`src/hw/rtl/binary_to_decimal_ascii_top_macros.svh`:
```
// Assertion macros for the binary-to-decimal ASCII printer.
// Used by binary_to_decimal_ascii_top; no other dependencies.
`ifndef BINARY_TO_DECIMAL_ASCII_TOP_MACROS_SVH
`define BINARY_TO_DECIMAL_ASCII_TOP_MACROS_SVH

// Same-cycle implication, checked on every rising edge outside reset.
`define B2D_ASSERT_NOW(label, ante, cons, msg) \
  label: assert property (@(posedge clk_i) disable iff (!rst_ni) (ante) |-> (cons)) \
    else $error(msg);

// Next-cycle implication, checked on every rising edge outside reset.
`define B2D_ASSERT_NEXT(label, ante, cons, msg) \
  label: assert property (@(posedge clk_i) disable iff (!rst_ni) (ante) |=> (cons)) \
    else $error(msg);

`endif

```
`src/hw/rtl/b2d_pkg.sv`:
```
// Shared types and constants of the binary-to-decimal ASCII printer.
// Used by b2d_ctrl, b2d_datapath, binary_to_decimal_ascii_top, b2d_checker and the testbench.
package b2d_pkg;

  localparam int unsigned VALUE_W       = 20;
  localparam int unsigned CHAR_W        = 6;
  localparam int unsigned STEP_W        = 5;
  localparam int unsigned DIGIT_COUNT_D = 6;
  localparam logic [CHAR_W-1:0] ASCII_ZERO = 6'h30;
  localparam logic [STEP_W-1:0] STEP_LAST  = STEP_W'(VALUE_W - 1);

  // Largest value that fits in n decimal digits.
  function automatic logic [63:0] max_decimal(input int unsigned n);
    logic [63:0] lim;
    lim = 64'd1;
    for (int unsigned i = 0; i < n; i++) begin
      lim = lim * 64'd10;
    end
    return lim - 64'd1;
  endfunction

  // Commands from the controller to the datapath.
  typedef struct packed {
    logic load;     // capture a new value, clear the BCD register
    logic shift;    // one add-3 and shift step
    logic set_ptr;  // point at the leading nonzero digit
    logic emit;     // load the output register with the pointed digit
  } dp_cmd_t;

  // Status from the datapath to the controller.
  typedef struct packed {
    logic ptr_zero; // pointer is at the units digit
  } dp_sts_t;

endpackage

```
`src/hw/rtl/b2d_ctrl.sv`:
```
// Sequencer of the binary-to-decimal ASCII printer: conversion steps and emit.
// Depends on b2d_pkg for command and status types.
module b2d_ctrl (
  input  logic            clk_i,
  input  logic            rst_ni,
  input  logic            in_valid_i,
  output logic            in_ready_o,
  output logic            out_valid_o,
  input  logic            out_ready_i,
  output b2d_pkg::dp_cmd_t cmd_o,
  input  b2d_pkg::dp_sts_t sts_i
);
  import b2d_pkg::*;

  typedef enum logic [1:0] {
    ST_IDLE,
    ST_CONV,
    ST_SCAN,
    ST_EMIT
  } state_e;

  state_e            state_q;
  logic [STEP_W-1:0] step_q;
  logic              out_valid_q;
  logic              room;

  assign room        = !out_valid_q || out_ready_i;
  assign in_ready_o  = (state_q == ST_IDLE);
  assign out_valid_o = out_valid_q;

  always_comb begin
    cmd_o = '0;
    case (state_q)
      ST_IDLE: cmd_o.load    = in_valid_i;
      ST_CONV: cmd_o.shift   = 1'b1;
      ST_SCAN: cmd_o.set_ptr = 1'b1;
      ST_EMIT: cmd_o.emit    = room;
      default: cmd_o = '0;
    endcase
  end

  always_ff @(posedge clk_i or negedge rst_ni) begin
    if (!rst_ni) begin
      state_q     <= ST_IDLE;
      step_q      <= '0;
      out_valid_q <= 1'b0;
    end else begin
      // output register: fill on emit, drop on transfer
      if (cmd_o.emit) begin
        out_valid_q <= 1'b1;
      end else if (out_valid_q && out_ready_i) begin
        out_valid_q <= 1'b0;
      end
      case (state_q)
        ST_IDLE: begin
          if (in_valid_i) begin
            step_q  <= '0;
            state_q <= ST_CONV;
          end
        end
        ST_CONV: begin
          step_q <= step_q + STEP_W'(1);
          if (step_q == STEP_LAST) begin
            state_q <= ST_SCAN;
          end
        end
        ST_SCAN: state_q <= ST_EMIT;
        ST_EMIT: begin
          if (room && sts_i.ptr_zero) begin
            state_q <= ST_IDLE;
          end
        end
        default: state_q <= ST_IDLE;
      endcase
    end
  end

endmodule

```
`src/hw/rtl/b2d_datapath.sv`:
```
// Datapath of the binary-to-decimal ASCII printer: saturation, double dabble,
// digit pointer and output character register. Depends on b2d_pkg.
module b2d_datapath #(
  parameter int unsigned DIGIT_COUNT = b2d_pkg::DIGIT_COUNT_D
) (
  input  logic                         clk_i,
  input  logic                         rst_ni,
  input  logic [b2d_pkg::VALUE_W-1:0]  value_i,
  input  b2d_pkg::dp_cmd_t             cmd_i,
  output b2d_pkg::dp_sts_t             sts_o,
  output logic [b2d_pkg::CHAR_W-1:0]   ascii_char_o,
  output logic                         last_o
);
  import b2d_pkg::*;

  localparam int unsigned BCD_W = 4 * DIGIT_COUNT;
  localparam int unsigned PTR_W = (DIGIT_COUNT > 1) ? $clog2(DIGIT_COUNT) : 1;
  localparam logic [63:0] SAT_LIM = max_decimal(DIGIT_COUNT);

  logic [VALUE_W-1:0] bin_q;
  logic [BCD_W-1:0]   bcd_q;
  logic [PTR_W-1:0]   ptr_q;
  logic [CHAR_W-1:0]  char_q;
  logic               last_q;

  logic [VALUE_W-1:0] sat_value;
  logic [BCD_W-1:0]   bcd_adj;
  logic [PTR_W-1:0]   top_idx;
  logic [3:0]         sel_digit;

  // clamp to the largest printable value
  assign sat_value = ({{(64-VALUE_W){1'b0}}, value_i} > SAT_LIM) ?
                     SAT_LIM[VALUE_W-1:0] : value_i;

  always_comb begin
    bcd_adj   = bcd_q;
    top_idx   = '0;
    sel_digit = '0;
    for (int unsigned i = 0; i < DIGIT_COUNT; i++) begin
      if (bcd_q[4*i +: 4] >= 4'd5) begin
        bcd_adj[4*i +: 4] = bcd_q[4*i +: 4] + 4'd3;
      end
      if (bcd_q[4*i +: 4] != 4'd0) begin
        top_idx = PTR_W'(i);
      end
      if (ptr_q == PTR_W'(i)) begin
        sel_digit = bcd_q[4*i +: 4];
      end
    end
  end

  assign sts_o.ptr_zero = (ptr_q == '0);
  assign ascii_char_o   = char_q;
  assign last_o         = last_q;

  always_ff @(posedge clk_i or negedge rst_ni) begin
    if (!rst_ni) begin
      ptr_q <= '0;
    end else if (cmd_i.set_ptr) begin
      ptr_q <= top_idx;
    end else if (cmd_i.emit && (ptr_q != '0)) begin
      ptr_q <= ptr_q - PTR_W'(1);
    end
  end

  always_ff @(posedge clk_i or negedge rst_ni) begin
    if (!rst_ni) begin
      bin_q  <= '0;
      bcd_q  <= '0;
      char_q <= '0;
      last_q <= 1'b0;
    end else begin
      if (cmd_i.load) begin
        bin_q <= sat_value;
        bcd_q <= '0;
      end else if (cmd_i.shift) begin
        bcd_q <= {bcd_adj[BCD_W-2:0], bin_q[VALUE_W-1]};
        bin_q <= {bin_q[VALUE_W-2:0], 1'b0};
      end
      if (cmd_i.emit) begin
        char_q <= ASCII_ZERO + {2'b00, sel_digit};
        last_q <= (ptr_q == '0);
      end
    end
  end

endmodule

```
`src/hw/rtl/binary_to_decimal_ascii_top.sv`:
```
// Binary-to-decimal ASCII printer: 20 double-dabble steps, then one character
// per cycle while the output is free, from the leading nonzero digit down. The
// one-bit-per-cycle shift loop and the single output register serve one value
// at a time: a new value is taken only after the last character of the previous
// one is emitted. Reset (rst_ni low, asynchronous) returns to idle with the
// output empty.
module binary_to_decimal_ascii_top #(
  parameter int unsigned DIGIT_COUNT = b2d_pkg::DIGIT_COUNT_D
) (
  input  logic       clk_i,
  input  logic       rst_ni,
  input  logic       s_axis_tvalid,
  output logic       s_axis_tready,
  input  logic [23:0] s_axis_tdata,  // [19:0] value, [23:20] zero
  output logic       m_axis_tvalid,
  input  logic       m_axis_tready,
  output logic [7:0] m_axis_tdata,   // [5:0] ascii_char, [7:6] zero
  output logic       m_axis_tlast
);
  import b2d_pkg::*;

  `include "binary_to_decimal_ascii_top_macros.svh"

  dp_cmd_t           cmd;
  dp_sts_t           sts;
  logic [CHAR_W-1:0] ascii_char;

  // Sequencer: accepts a value only when idle, steps the conversion,
  // then hands characters to the output register as it frees up.
  b2d_ctrl u_ctrl (
    .clk_i       (clk_i),
    .rst_ni      (rst_ni),
    .in_valid_i  (s_axis_tvalid),
    .in_ready_o  (s_axis_tready),
    .out_valid_o (m_axis_tvalid),
    .out_ready_i (m_axis_tready),
    .cmd_o       (cmd),
    .sts_i       (sts)
  );

  // Datapath: saturate, convert to BCD, walk the digits from the top.
  b2d_datapath #(
    .DIGIT_COUNT (DIGIT_COUNT)
  ) u_datapath (
    .clk_i        (clk_i),
    .rst_ni       (rst_ni),
    .value_i      (s_axis_tdata[VALUE_W-1:0]),
    .cmd_i        (cmd),
    .sts_o        (sts),
    .ascii_char_o (ascii_char),
    .last_o       (m_axis_tlast)
  );

  // Pad the 6-bit character to a byte.
  assign m_axis_tdata = {2'b00, ascii_char};

  // A shown character is always a decimal digit.
  `B2D_ASSERT_NOW(a_digit_range, m_axis_tvalid, (m_axis_tdata[7:4] == 4'h3) && (m_axis_tdata[3:0] <= 4'd9), "output character is not a decimal digit")
  // Only the closing character of a run may still wait when a new value comes in.
  `B2D_ASSERT_NOW(a_idle_holds_last, s_axis_tvalid && s_axis_tready, !m_axis_tvalid || m_axis_tlast, "new value accepted in the middle of a character run")
  // Once a value is taken, the block is busy converting it.
  `B2D_ASSERT_NEXT(a_busy_after_take, s_axis_tvalid && s_axis_tready, !s_axis_tready && !cmd.emit, "not busy right after a value transfer")

endmodule

```
`config.mk`:
```
export PLATFORM = sky130hd
export DESIGN_NAME = binary_to_decimal_ascii_top
export DESIGN_NICKNAME = d
export VERILOG_FILES = /design/src/hw/rtl/b2d_pkg.sv /design/src/hw/rtl/b2d_ctrl.sv /design/src/hw/rtl/b2d_datapath.sv /design/src/hw/rtl/binary_to_decimal_ascii_top.sv
export VERILOG_INCLUDE_DIRS = /design/src /design/src/hw/rtl
export SDC_FILE = /design/constraint.sdc
export NUM_CORES = 1
export LEC_CHECK = 0
export BUFFER_PORTS_ARGS = -buffer_cell sky130_fd_sc_hd__buf_2
export CAP_MARGIN = 20
export CORE_UTILIZATION = 30
export CTS_BUF_LIST = sky130_fd_sc_hd__clkbuf_16
export CTS_CLUSTER_SIZE = 30
export DETAILED_ROUTE_END_ITERATION = 6
export PLACE_DENSITY = 0.55
export SLEW_MARGIN = 0
export SYNTH_ARGS = -nofsm -noshare
export SYNTH_HDL_FRONTEND = slang
export SYNTH_SLANG_ARGS = --single-unit
```
`constraint.sdc`:
```
create_clock -name clk_i -period 4 [get_ports clk_i]
set_clock_uncertainty 0.2 [all_clocks]
set_input_delay 0 -clock clk_i [delete_from_list [all_inputs] [get_ports clk_i]]
set_output_delay 0 -clock clk_i [all_outputs]
set_load 0.03 [all_outputs]
```
## Word-level counts from Yosys, hierarchy flattened

Cells that the tools add are included.

| storage, ports and cells | value |
|---|---|
| register bits | 62 |
| bits of input ports | 28 |
| word-level logic and storage cells | 91 |

| cells by class | value |
|---|---|
| add/subtract/negate cells | 9 |
| magnitude comparators | 7 |
| equal/unequal tests | 12 |
| mux-type cells | 36 |
| reduce and logical (&&, ||, !) cells | 19 |

Operators with widths:

| kind | count |
|---|---|
| two-way mux 20 bit | 3 |
| two-way mux 24 bit | 2 |
| two-way mux 4 bit | 11 |
| >= comparator 4 x 3 -> 1 bit, second input constant | 6 |
| adder 4 x 2 -> 4 bit, second input constant | 5 |
| greater-than comparator 20 bit, second input constant | 1 |
| nonzero test 4 bit | 5 |
| two-way mux 3 bit | 5 |
| two-way mux 2 bit | 5 |
| one-hot mux 5 bit (2 select lines) | 1 |
| one-hot mux 2 bit (4 select lines) | 1 |
| nonzero test 2 bit | 4 |
| two-way mux 1 bit | 7 |
| adder 5 x 5 -> 6 bit, first input constant | 1 |
| == test 3 x 2 -> 1 bit, second input constant | 2 |
| == test 3 bit, second input constant | 2 |
| adder 5 x 1 -> 5 bit, second input constant | 1 |
| == test 5 bit, second input constant | 1 |
| two-way mux 5 bit | 1 |
| == test 2 bit, second input constant | 2 |
| inequality test 2 x 1 -> 1 bit, second input constant | 2 |
| adder 3 x 2 -> 3 bit, second input constant | 1 |
| == test 3 x 1 -> 1 bit, second input constant | 1 |
| logical AND 1 bit | 3 |
| other kinds (10) | 10 |

## Longest topological paths before layout

Gate-level depths: netlist of run 1.

| depth | value |
|---|---|
| depth in word-level cells | 8 |
| depth in mapped cells | 8 |
| gate-level depth less buffers | 6 |

## Hierarchy

From an unflattened synthesis of run 1, not the netlist that was laid out.

| second synthesis, totals | value |
|---|---|
| cells, all modules | 407 |
| area total of the unflattened synthesis | 3,749.8 um^2 |

By module, submodules not included:

| module | instances | cells an instance | area an instance (um^2) |
|---|---|---|---|
| b2d_datapath | 1 | 354 | 3,239.4 |
| b2d_ctrl | 1 | 50 | 491.7 |
| binary_to_decimal_ascii_top | 1 | 3 | 18.8 |

## Worst setup path after synthesis of run 1

OpenSTA, ideal clock, no wires.

| timing path | value |
|---|---|
| kind | register to register |
| start point | register u_ctrl.state_q[0] |
| end point | register u_datapath.bcd_q[14] |
| library setup time | 0.069 ns |
| arrival time | 1.728 ns |
| required time | 3.731 ns |
| slack | 2.004 ns |
| cell stages (with the launch flop) | 8 |
| path buffers | 2 |
| period minus slack after synthesis | 1.996 ns |
| cells stage by stage | dfrtp_1 inv_1 ha_1 buf_6 and2_4 buf_6 or4b_1 nand3_1 |

| on the way | value |
|---|---|
| longest elaborated chain between the ends | 3 |
| elaborated cells between the ends (all ways) | 6 |

RTL lines:

| item | line | text |
|---|---|---|
| start, declared | b2d_ctrl.sv:22 | `state_e state_q;` |
| start signal, assigned | b2d_ctrl.sv:44 | `state_q <= ST_IDLE;` |
| start signal, assigned | b2d_ctrl.sv:58 | `state_q <= ST_CONV;` |
| start signal, assigned | b2d_ctrl.sv:64 | `state_q <= ST_SCAN;` |
| zero test 2 bit (*) | n/a |  |
| via s_axis_tready | binary_to_decimal_ascii_top.sv:13 | `output logic s_axis_tready,` |
| two-way mux 1 bit (*) | b2d_ctrl.sv:33 | `case (state_q)` |
| two-way mux 24 bit or nonzero test 2 bit (tied branches) | n/a |  |
| end signal, assigned | b2d_datapath.sv:77 | `bcd_q <= {bcd_adj[BCD_W-2:0], bin_q[VALUE_W-1]};` |
| end, declared | b2d_datapath.sv:21 | `logic [BCD_W-1:0] bcd_q;` |

Mark *: on every way through the listed nets, which the timed path passes. The rest lies on a longest branch.
A chain may end at the register's enable or synchronous reset.

## Worst setup path after layout of run 1

| timing path | value |
|---|---|
| start point | register u_ctrl.state_q[0] |
| end point | register u_datapath.bin_q[14] |

| on the way | value |
|---|---|
| longest elaborated chain between the ends | 3 |
| elaborated cells between the ends (all ways) | 6 |

RTL lines:

| item | line | text |
|---|---|---|
| == test 2 x 1 -> 1 bit or zero test 2 bit (tied branches) | b2d_ctrl.sv:33 |  |
| two-way mux 1 bit | b2d_ctrl.sv:33 |  |
| nonzero test 2 bit (no source line) or two-way mux 20 bit (tied branches) | n/a |  |
| end signal, assigned | b2d_datapath.sv:74 | `bin_q <= sat_value;` |
| end signal, assigned | b2d_datapath.sv:78 | `bin_q <= {bin_q[VALUE_W-2:0], 1'b0};` |
| end, declared | b2d_datapath.sv:20 | `logic [VALUE_W-1:0] bin_q;` |

Several ways; a longest one is shown, not always the timed one.

==> results.yml, run 1 <==
cts:
  root_buffer: "clkbuf_16"
  clkTransAtPathRegs_ns: 0.06
  htreeDepth: 3
  clockBufferDepth: 2
  cts-buffers-inserted: 9
  cts_sinks: 61
  clkLatencyLatePin_ns: 0.33
  cts_tree: "done"
power:
  power_density_nw_per_um2: 829
  ir_worst_vdd_uv: 289
  p_leak_nw: 1.95
  p_total_mw: 3.83
floorplan:
  ios: 39
  fp.dieH_um: 115
  die_area_um2: 13100
  die_x_um: 115
  start_util_pct: 31.3
  coreArea_um2: 12200
  placementRows: 40
global_routing:
  grt_pass1_vias: 3163
  overflow: 0
  grt_pass1_wl_um: 15200
  grt.total_usage_pct: 14.6
  antenna_found_initial: 0
  grt_max_degree: 67
placed_design:
  dp_hpwl_um: 5760
  io_buffers: 32
  post-place-ws_ns: 1.70
  place.gp.congestion: 0.812
outcome:
  status: "complete, no violations"
synthesis:
  syn_inst: 417
  yosys_most_used_dff: "dfrtp_1"
  synth_area_per_cell_um2: 9.12
  async_reset_ff_share_pct: 100
  yosys_warnings: 0
  netlist_area_um2: 3800
  synth_cell_types: 50
  synth_edf_count: 0
  synth-seq-area-share_pct: 40.1
  ys_seq_elements: 61
timing:
  clock.fmax_mhz: 431
  fin_ws_ns: 1.68
  slew_viol_final: 0
  fin_setup_tns_ns: 0
  tightestPinTransition_ns: 0.867
  slew_headroom_pct: 42.0
  final-hold-violation-count: 0
  rsz0062_at_grt: "no"
  fin_crit_ns: 2.32
  setup_viol: 0
  finalCritPeriodShare_pct: 58.1
layout:
  antenna_cells: 0
  nets: 510
  postLayoutCoreUtil_pct: 38.0
  layout-drive-gt1-share_pct: 14.0
  syn2layout_area_growth_pct: 21.4
  fillers: 1200
route:
  drt_iter0_drc: 208
  wl_per_cell_um: 13.8
  first_pass_iters: 5
  via_per_inst: 5.01
  drtAntennaViolNets: 0
  drcViolationCount: 0
  routed_wl_um: 8710
  num_vias: 3169
worst_setup_path:
  crit_path_max_fanout: 24
  r2r_cells: 5
  worstPathArrival_ns: 2.29
  r2r-start: "u_ctrl.state_q[0]"
  startpoint: "u_ctrl.state_q[0]"
  cp-end-kind: "flop"
  critical_path_class: "flop to flop"
  cp-start-kind: "flop"
  required_ns: 3.96
hold_path:
  hold_path.class: "input pin to asynchronous set/reset pin"
job:
  cap_violations: 0
## registers in the layout (all words and copies together) (netlist names)
name	cells
u_ctrl.out_valid_o	1
u_ctrl.state_q	2
u_ctrl.step_q	5
u_datapath.ascii_char_o	5
u_datapath.bcd_q	24
u_datapath.bin_q	20
u_datapath.last_o	1
u_datapath.ptr_q	3
## critical path, stage by stage (launching register included)
cell and delay, ns:
dfrtp_1 0.41, inv_1 0.10, ha_1 0.35, nand2_1 0.60, a211oi_1 0.43, a21oi_1 0.06
## cell usage in the layout (no fill, tap or decap), types with 9 or more instances in the layout
cell,count
nor2_1,27
nand2b_1,12
a211oi_1,14
buf_2,32
nor3_1,13
o21ai_0,36
nor3b_1,11
clkbuf_16,9
nand2_1,40
dfrtp_1,61
ha_1,22
mux2i_1,20
inv_1,18
nand3_1,10
dlygate4sd3_1,23
a21oi_1,30
## stage by stage
step | hold slack [ns] | cells | cell area (um2)
final | 0.0641 | 632 | 4620
after global routing | 0.144 | 632 | 4620
after CTS | 0.0950 | 632 | 4620
after detailed placement | -0.108 | 593 | 4050
after global placement | -0.107 | 593 | 4050
after floorplan | -0.496 | 418 | 3810
## what timing repair did
action / 4_1_cts / 5_1_grt
hold endpoints to repair: 52 / 0
hold buffers: 23 / 0
gates resized for setup: 0 / 0
buffers inserted: 0 / 0
setup endpoints to repair: 0 / 0
## synthesized netlist by cell type (all sizes together), types with 2 or more instances
cell type | number | area (um2)
dfrtp | 61 | 1530
nand2 | 40 | 150
o21ai | 38 | 190
a21oi | 30 | 150
nor2 | 27 | 101
ha | 23 | 288
mux2i | 20 | 200
buf | 18 | 124
inv | 17 | 63.8
a211oi | 14 | 105
nor3 | 13 | 65.1
nand2b | 12 | 75.1
nor3b | 11 | 82.6
nand3 | 10 | 50.1
clkbuf | 9 | 35.0
nand3b | 8 | 60.1
a31o | 7 | 61.3
and3 | 7 | 43.8
nor2b | 6 | 37.5
nand4 | 5 | 31.3
o22ai | 5 | 31.3
a2111oi | 4 | 35.0
mux2 | 3 | 33.8
a21boi | 2 | 15.0
a22o | 2 | 17.5
a31oi | 2 | 12.5
and2 | 2 | 15.0
nand4bb | 2 | 22.5
o32a | 2 | 21.3
or4b | 2 | 20.0
xnor2 | 2 | 17.5
xor2 | 2 | 17.5
## cell families (layout without fill, tap and decap cells)
logic type                 Yosys count  count (layout)  share of synthesized area (%)
xor gates and xnor gates             4               4                          0.921
DFF                                 61              61                           40.1
other                                1               2                         0.0986
AOI/OAI and AO/OA                  113             113                           18.6
muxes                               23              23                           6.15
adders and majority gates           23              23                           7.57
and+or+nand+nor                    148             148                           20.7
buffers and inverters               44              90                           5.85
## cell type report
type / count / area [um2] / share of cell area, %
flip-flops and latches: 61 / 1530 / 33.0
clock buffers: 9 / 225 / 4.88
clock inverters: 7 / 115 / 2.49
well taps: 168 / 210 / 4.55
inverters: 17 / 63.8 / 1.38
repair buffers: 57 / 418 / 9.05
multi-input cells: 313 / 2060 / 44.6
## layer usage
| metal | wire, um | track usage (%) | vias up |
|---|---|---|---|
| li1 | - | - | 1577 |
| met1 | 4220 | 19.3 | 1527 |
| met2 | 4120 | 24.1 | 53 |
| met3 | 243 | 2.33 | 12 |
| met4 | 127 | 5.45 | 0 |
| met5 | 0 | 0 | - |
## worst paths after layout
kind,end,slack (ns)
max in group asynchronous,u_datapath.bin_q[13],2.61
worst max register to register,u_datapath.bin_q[14],1.68
min in group clk_i,u_datapath.bin_q[17],0.25
worst min-delay path,u_datapath.bcd_q[11],0.06
worst max-delay path,u_datapath.bin_q[14],1.68
worst min register to register,u_datapath.last_o,0.27
## power breakdown
group | total [mW] | internal [mW] | switching [mW]
sequential | 1.19 | 0.904 | 0.289
clock | 0.895 | 0.606 | 0.289
combinational | 1.74 | 0.774 | 0.970
No activity file was read; power rests on OpenSTA's default activity.
==> inputs of run 2 (changes only) <==
clock period = 2.4 ns   (was 4 ns; I/O delays follow)
==> run 2 against run 1 <==
Effect of this change:
- clock-buffer cell count stayed put
- routed wire length is 1.2% lower
- total power is 64% higher
- clock power is 50% higher
- sequential power is 66% higher
- highest routed layer unchanged
- worst hold slack better by 0.0073 ns
- utilization is 0.12 points higher
- sequential share of layout area is 0.11 points lower
- first-iteration DRC count is 37% lower
- final area is 0.32% higher
- die area stayed put
==> results.yml, run 2 (synthesis gave the netlist of run 1 again) <==
layout:
  layout_commonest_cell: "dfrtp_1"
  regMostFlops: "u_datapath.bcd_q"
  syn2layout_area_growth_pct: 21.8
  final-instance-count-excl-fill: 636
  nets: 515
  fillers: 1225
  final_cell_mix: "61 x dfrtp_1, 40 x nand2_1, 36 x o21ai_0, 32 x buf_2, 30 x a21oi_1"
  finalInstanceArea_um2: 4630
  largestRegisters: "u_datapath.bcd_q x24, u_datapath.bin_q x20"
  largest_register_ffs: 24
  seq_area_um2: 1530
  layout-drive-gt1-share_pct: 14.5
  antenna_cells: 0
  multi_input_comb_area_um2: 2060
power:
  internal_power_mw: 3.74
  p_leak_nw: 1.96
  p_total_mw: 6.30
  clkPwrFrac_pct: 21.3
  p_switching_mw: 2.56
  switching_share_pct: 40.7
  ir_worst_vdd_uv: 564
  power_density_nw_per_um2: 1360
  p_comb_share_pct: 47.2
  p_seq_share_pct: 31.5
timing:
  rsz0062_at_grt: "no"
  setup_viol: 0
  finalCritPeriodShare_pct: 89.9
  fin_crit_ns: 2.16
  tightestPinTransition_ns: 0.698
  final-hold-violation-count: 0
  fin_setup_tns_ns: 0
  slew_headroom_pct: 53.5
  clock.fmax_mhz: 463
  slew_viol_final: 0
worst_setup_path:
  critical_path_class: "flop to flop"
  crit_path_max_fanout: 10
  worstPathArrival_ns: 2.22
  r2r-end: "u_ctrl.state_q[0]"
  timing.reg2reg.setup_slack_ns: 0.24
  cp-end-kind: "flop"
  r2r_cells: 6
  cp-start-kind: "flop"
  required_ns: 2.46
  r2r-start: "u_datapath.ptr_q[0]"
job:
  cap_violations: 0
route:
  drt_iter0_drc: 132
  via_per_inst: 4.91
  drtAntennaViolNets: 0
  num_vias: 3123
  routed_wl_um: 8600
  drcViolationCount: 0
  first_pass_iters: 5
  wl_per_cell_um: 13.5
floorplan:
  die_area_um2: 13100
  fp.dieH_um: 115
  coreArea_um2: 12200
  ios: 39
  placementRows: 40
  die_x_um: 115
  start_util_pct: 31.3
global_routing:
  grt_pass1_wl_um: 14800
  grt.total_usage_pct: 14.1
  antenna_found_initial: 0
  grt_max_degree: 52
  grt_pass1_vias: 3080
  overflow: 0
placed_design:
  dp_hpwl_um: 5830
  io_buffers: 32
  place.gp.congestion: 0.818
  placed_cells: 598
  dpl_cell_area_um2: 4100
cts:
  clkTransAtPathRegs_ns: 0.05
  cts-buffers-inserted: 9
  post_cts_resized: 0
  cts_sinks: 61
  clkLatencyLatePin_ns: 0.32
  root_buffer: "clkbuf_16"
  clockBufferDepth: 2
  htreeDepth: 3
  cts_tree: "done"
outcome:
  status: "complete, no violations"
hold_path:
  hold_path.class: "input pin to asynchronous set/reset pin"
run 2: cell types whose count changed in the layout (fill, tap and decap cells not counted), sizes merged:
cell    previous run  this run
bufinv             3         2
buf               34        39
run 2: cell type report:
| class | count | area share [%] |
|---|---|---|
| multi-input cells | 313 | 44.5 |
| clock buffers | 9 | 4.86 |
| flip-flops and latches | 61 | 32.9 |
| repair buffers | 62 | 10.1 |
| well taps | 168 | 4.54 |
| clock inverters | 6 | 1.73 |
| inverters | 17 | 1.38 |
run 2: repair_timing:
item	CTS	global route
endpoints found under the hold margin	51	0
buffers inserted	0	0
hold buffers	23	0
run 2: per-layer routing:
metal	wire length, um	GRT usage, %
met5	0	0
met1	4270	19.2
met3	201	1.96
met2	4000	22.7
met4	133	5.54
run 2: how the worst max path moves through the flow:
stage / start / end / cells after the start / slack, ns
2_1_floorplan: u_ctrl.state_q[0] / u_datapath.bcd_q[14] / 7 / 0.40
3_3_place_gp: u_datapath.ptr_q[1] / u_datapath.ascii_char_o[3] / 6 / 0.36
3_5_place_dp: u_datapath.ptr_q[0] / u_ctrl.state_q[0] / 6 / 0.30
4_1_cts: u_datapath.ptr_q[1] / u_datapath.ascii_char_o[1] / 6 / 0.27
5_1_grt: u_datapath.ptr_q[1] / u_datapath.ascii_char_o[3] / 6 / 0.10
6_report: u_datapath.ptr_q[0] / u_ctrl.state_q[0] / 6 / 0.24
run 2: worst max-delay path, cell delays in order (launching register included):
cell and delay (ns):
dfrtp_1 0.40, inv_1 0.15, ha_1 0.40, nand2b_1 0.15, nand2b_1 0.20, a221oi_1 0.38
o32a_1 0.22
run 2: metrics by stage:
step           utilization, %  hold slack [ns]  worst slack, ns
2_1_floorplan               -           -0.496            0.404
3_3_place_gp             33.7           -0.110            0.356
3_5_place_dp             33.7           -0.108            0.302
4_1_cts                  38.1           0.0999            0.267
5_1_grt                  38.1            0.136            0.103
6_report                 38.1           0.0714            0.242
run 2: power groups by stage:
| stage | logic (mW) | registers (mW) | clock network [mW] |
|---|---|---|---|
| floorplan | 2.37 | 1.92 | 0 |
| global placement | 2.86 | 1.98 | 0 |
| detailed placement | 2.95 | 2.00 | 0 |
| CTS | 2.99 | 1.98 | 1.38 |
| global route | 3.37 | 2.07 | 1.41 |
| finish | 2.97 | 1.98 | 1.34 |
==> inputs of run 3 (changes only) <==
CORE_MARGIN = 2   (was not set)
CTS_CLUSTER_DIAMETER = 60   (was not set)
==> run 3 against run 2 <==
Effect of this change:
- total power grew 1.7%
- non-clock buffer count grew 2
- routed wire length grew 0.40%
- clock power grew 5%
- final area grew 1.1%
- first-iteration DRC count shrank 21%
- register-to-register slack gained 0.05 ns
- setup slack gained 0.049 ns
- critical path type unchanged
- highest routed layer unchanged
==> results.yml, run 3 (synthesis gave the netlist of run 1 again) <==
timing:
  slew_headroom_pct: 59.5
  fin_setup_tns_ns: 0
  rsz0062_at_grt: "no"
  tightestPinTransition_ns: 0.607
  setup_viol: 0
  fin_crit_ns: 2.11
  slew_viol_final: 0
  holdWs_ns: 0.0129
  clock.fmax_mhz: 474
  finalCritPeriodShare_pct: 87.9
  final-hold-violation-count: 0
hold_path:
  hold_path.class: "input pin to asynchronous set/reset pin"
cts:
  clockBufferDepth: 2
  clkLatencyLatePin_ns: 0.33
  clkTransAtPathRegs_ns: 0.06
  hold_buffers: 23
  root_buffer: "clkbuf_16"
  cts_tree: "done"
  cts_sinks: 61
  post_cts_buffers: 0
  post_cts_resized: 0
  cts-buffers-inserted: 9
  htreeDepth: 3
worst_setup_path:
  crit_path_max_incr_delay_ns: 0.41
  startpoint: "u_datapath.ptr_q[0]"
  crit_buf_inv: 1
  critical_path_class: "flop to flop"
  crit_path_max_fanout: 10
  crit_chain: "inv_1, ha_1, nand2b_1, nand2b_1, a221oi_1, o32a_1"
  cp-end-kind: "flop"
  r2r-start: "u_datapath.ptr_q[0]"
  required_ns: 2.47
  cp-start-kind: "flop"
  critical-path-top-delay-family: "compound AO/OA/AOI/OAI gates"
  worstPathArrival_ns: 2.18
  cp_slowest_cell: "dfrtp_1"
  cpMostUsedCell: "nand2b_1"
placed_design:
  place.gp.congestion: 0.845
  io_buffers: 32
  dp_hpwl_um: 5900
global_routing:
  overflow: 0
  antenna_found_initial: 0
  grt_max_degree: 46
  grt_pass1_wl_um: 14700
  grt.total_usage_pct: 13.7
  grt_pass1_vias: 3071
power:
  p_switching_mw: 2.61
  p_leak_nw: 1.98
  p_seq_share_pct: 31.1
  switching_share_pct: 40.7
  power_density_nw_per_um2: 1370
  p_comb_share_pct: 46.9
  ir_worst_vdd_uv: 404
  clkPwrFrac_pct: 22.1
  internal_power_mw: 3.80
layout:
  postLayoutCoreUtil_pct: 37.4
  layout_commonest_cell: "dfrtp_1"
  final_cell_mix: "61 x dfrtp_1, 40 x nand2_1, 36 x o21ai_0, 32 x buf_2, 30 x a21oi_1"
  fillers: 1288
  seq_area_um2: 1530
  regMostFlops: "u_datapath.bcd_q"
  syn2layout_area_growth_pct: 23.2
  nets: 517
  layout-drive-gt1-share_pct: 15.5
  antenna_cells: 0
  largestRegisters: "u_datapath.bcd_q x24, u_datapath.bin_q x20"
  multi_input_comb_area_um2: 2060
  largest_register_ffs: 24
route:
  drcViolationCount: 0
  via_per_inst: 4.88
  first_pass_iters: 4
  num_vias: 3140
  drt_iter0_drc: 104
  routed_wl_um: 8640
  drtAntennaViolNets: 0
  wl_per_cell_um: 13.4
floorplan:
  coreArea_um2: 12500
  die_x_um: 117
  die_area_um2: 13600
  ios: 39
  fp.dieH_um: 117
  start_util_pct: 30.4
  placementRows: 41
outcome:
  status: "complete, no violations"
job:
  cap_violations: 0
==> run 3: cell type report <==
type | count | share of cell area [%]
clock buffers | 9 | 4.81
clock inverters | 7 | 2.14
inverters | 17 | 1.36
multi-input cells | 313 | 44.0
flip-flops and latches | 61 | 32.6
well taps | 172 | 4.59
repair buffers | 64 | 10.6
==> run 3: through the flow <==
step	setup slack [ns]	cell area [um2]	power, mW	cells
after global routing	0.104	4690	6.97	643
after detailed placement	0.320	4130	5.00	604
after global placement	0.401	4130	4.90	604
after CTS	0.298	4690	6.46	643
final	0.290	4690	6.41	643
after floorplan	0.404	3810	4.29	418
==> run 3: worst paths after layout <==
path	end	slack (ns)	cells after the start
max	u_ctrl.state_q[0]	0.29	6
max reg2reg	u_ctrl.state_q[0]	0.29	6
max in group asynchronous	u_datapath.bin_q[10]	1.36	3
min reg2reg	u_datapath.last_o	0.27	2
min	u_datapath.bcd_q[10]	0.01	2
min in group clk_i	u_datapath.bin_q[0]	0.25	4
==> run 3: power groups by stage <==
| stage | sequential (mW) | clock (mW) | combinational [mW] |
|---|---|---|---|
| final | 1.99 | 1.41 | 3.00 |
| after global routing | 2.08 | 1.49 | 3.40 |
| after CTS | 2.00 | 1.44 | 3.03 |
| after detailed placement | 2.02 | 0 | 2.98 |
| after global placement | 2.00 | 0 | 2.90 |
| after floorplan | 1.92 | 0 | 2.37 |
==> run 3: metal layers <==
metal | global-route usage, % | part of all wire, %
met4 | 4.31 | 1.4
met2 | 22.7 | 47
met5 | 0 | 0
met1 | 17.7 | 49
met3 | 3.27 | 3.2
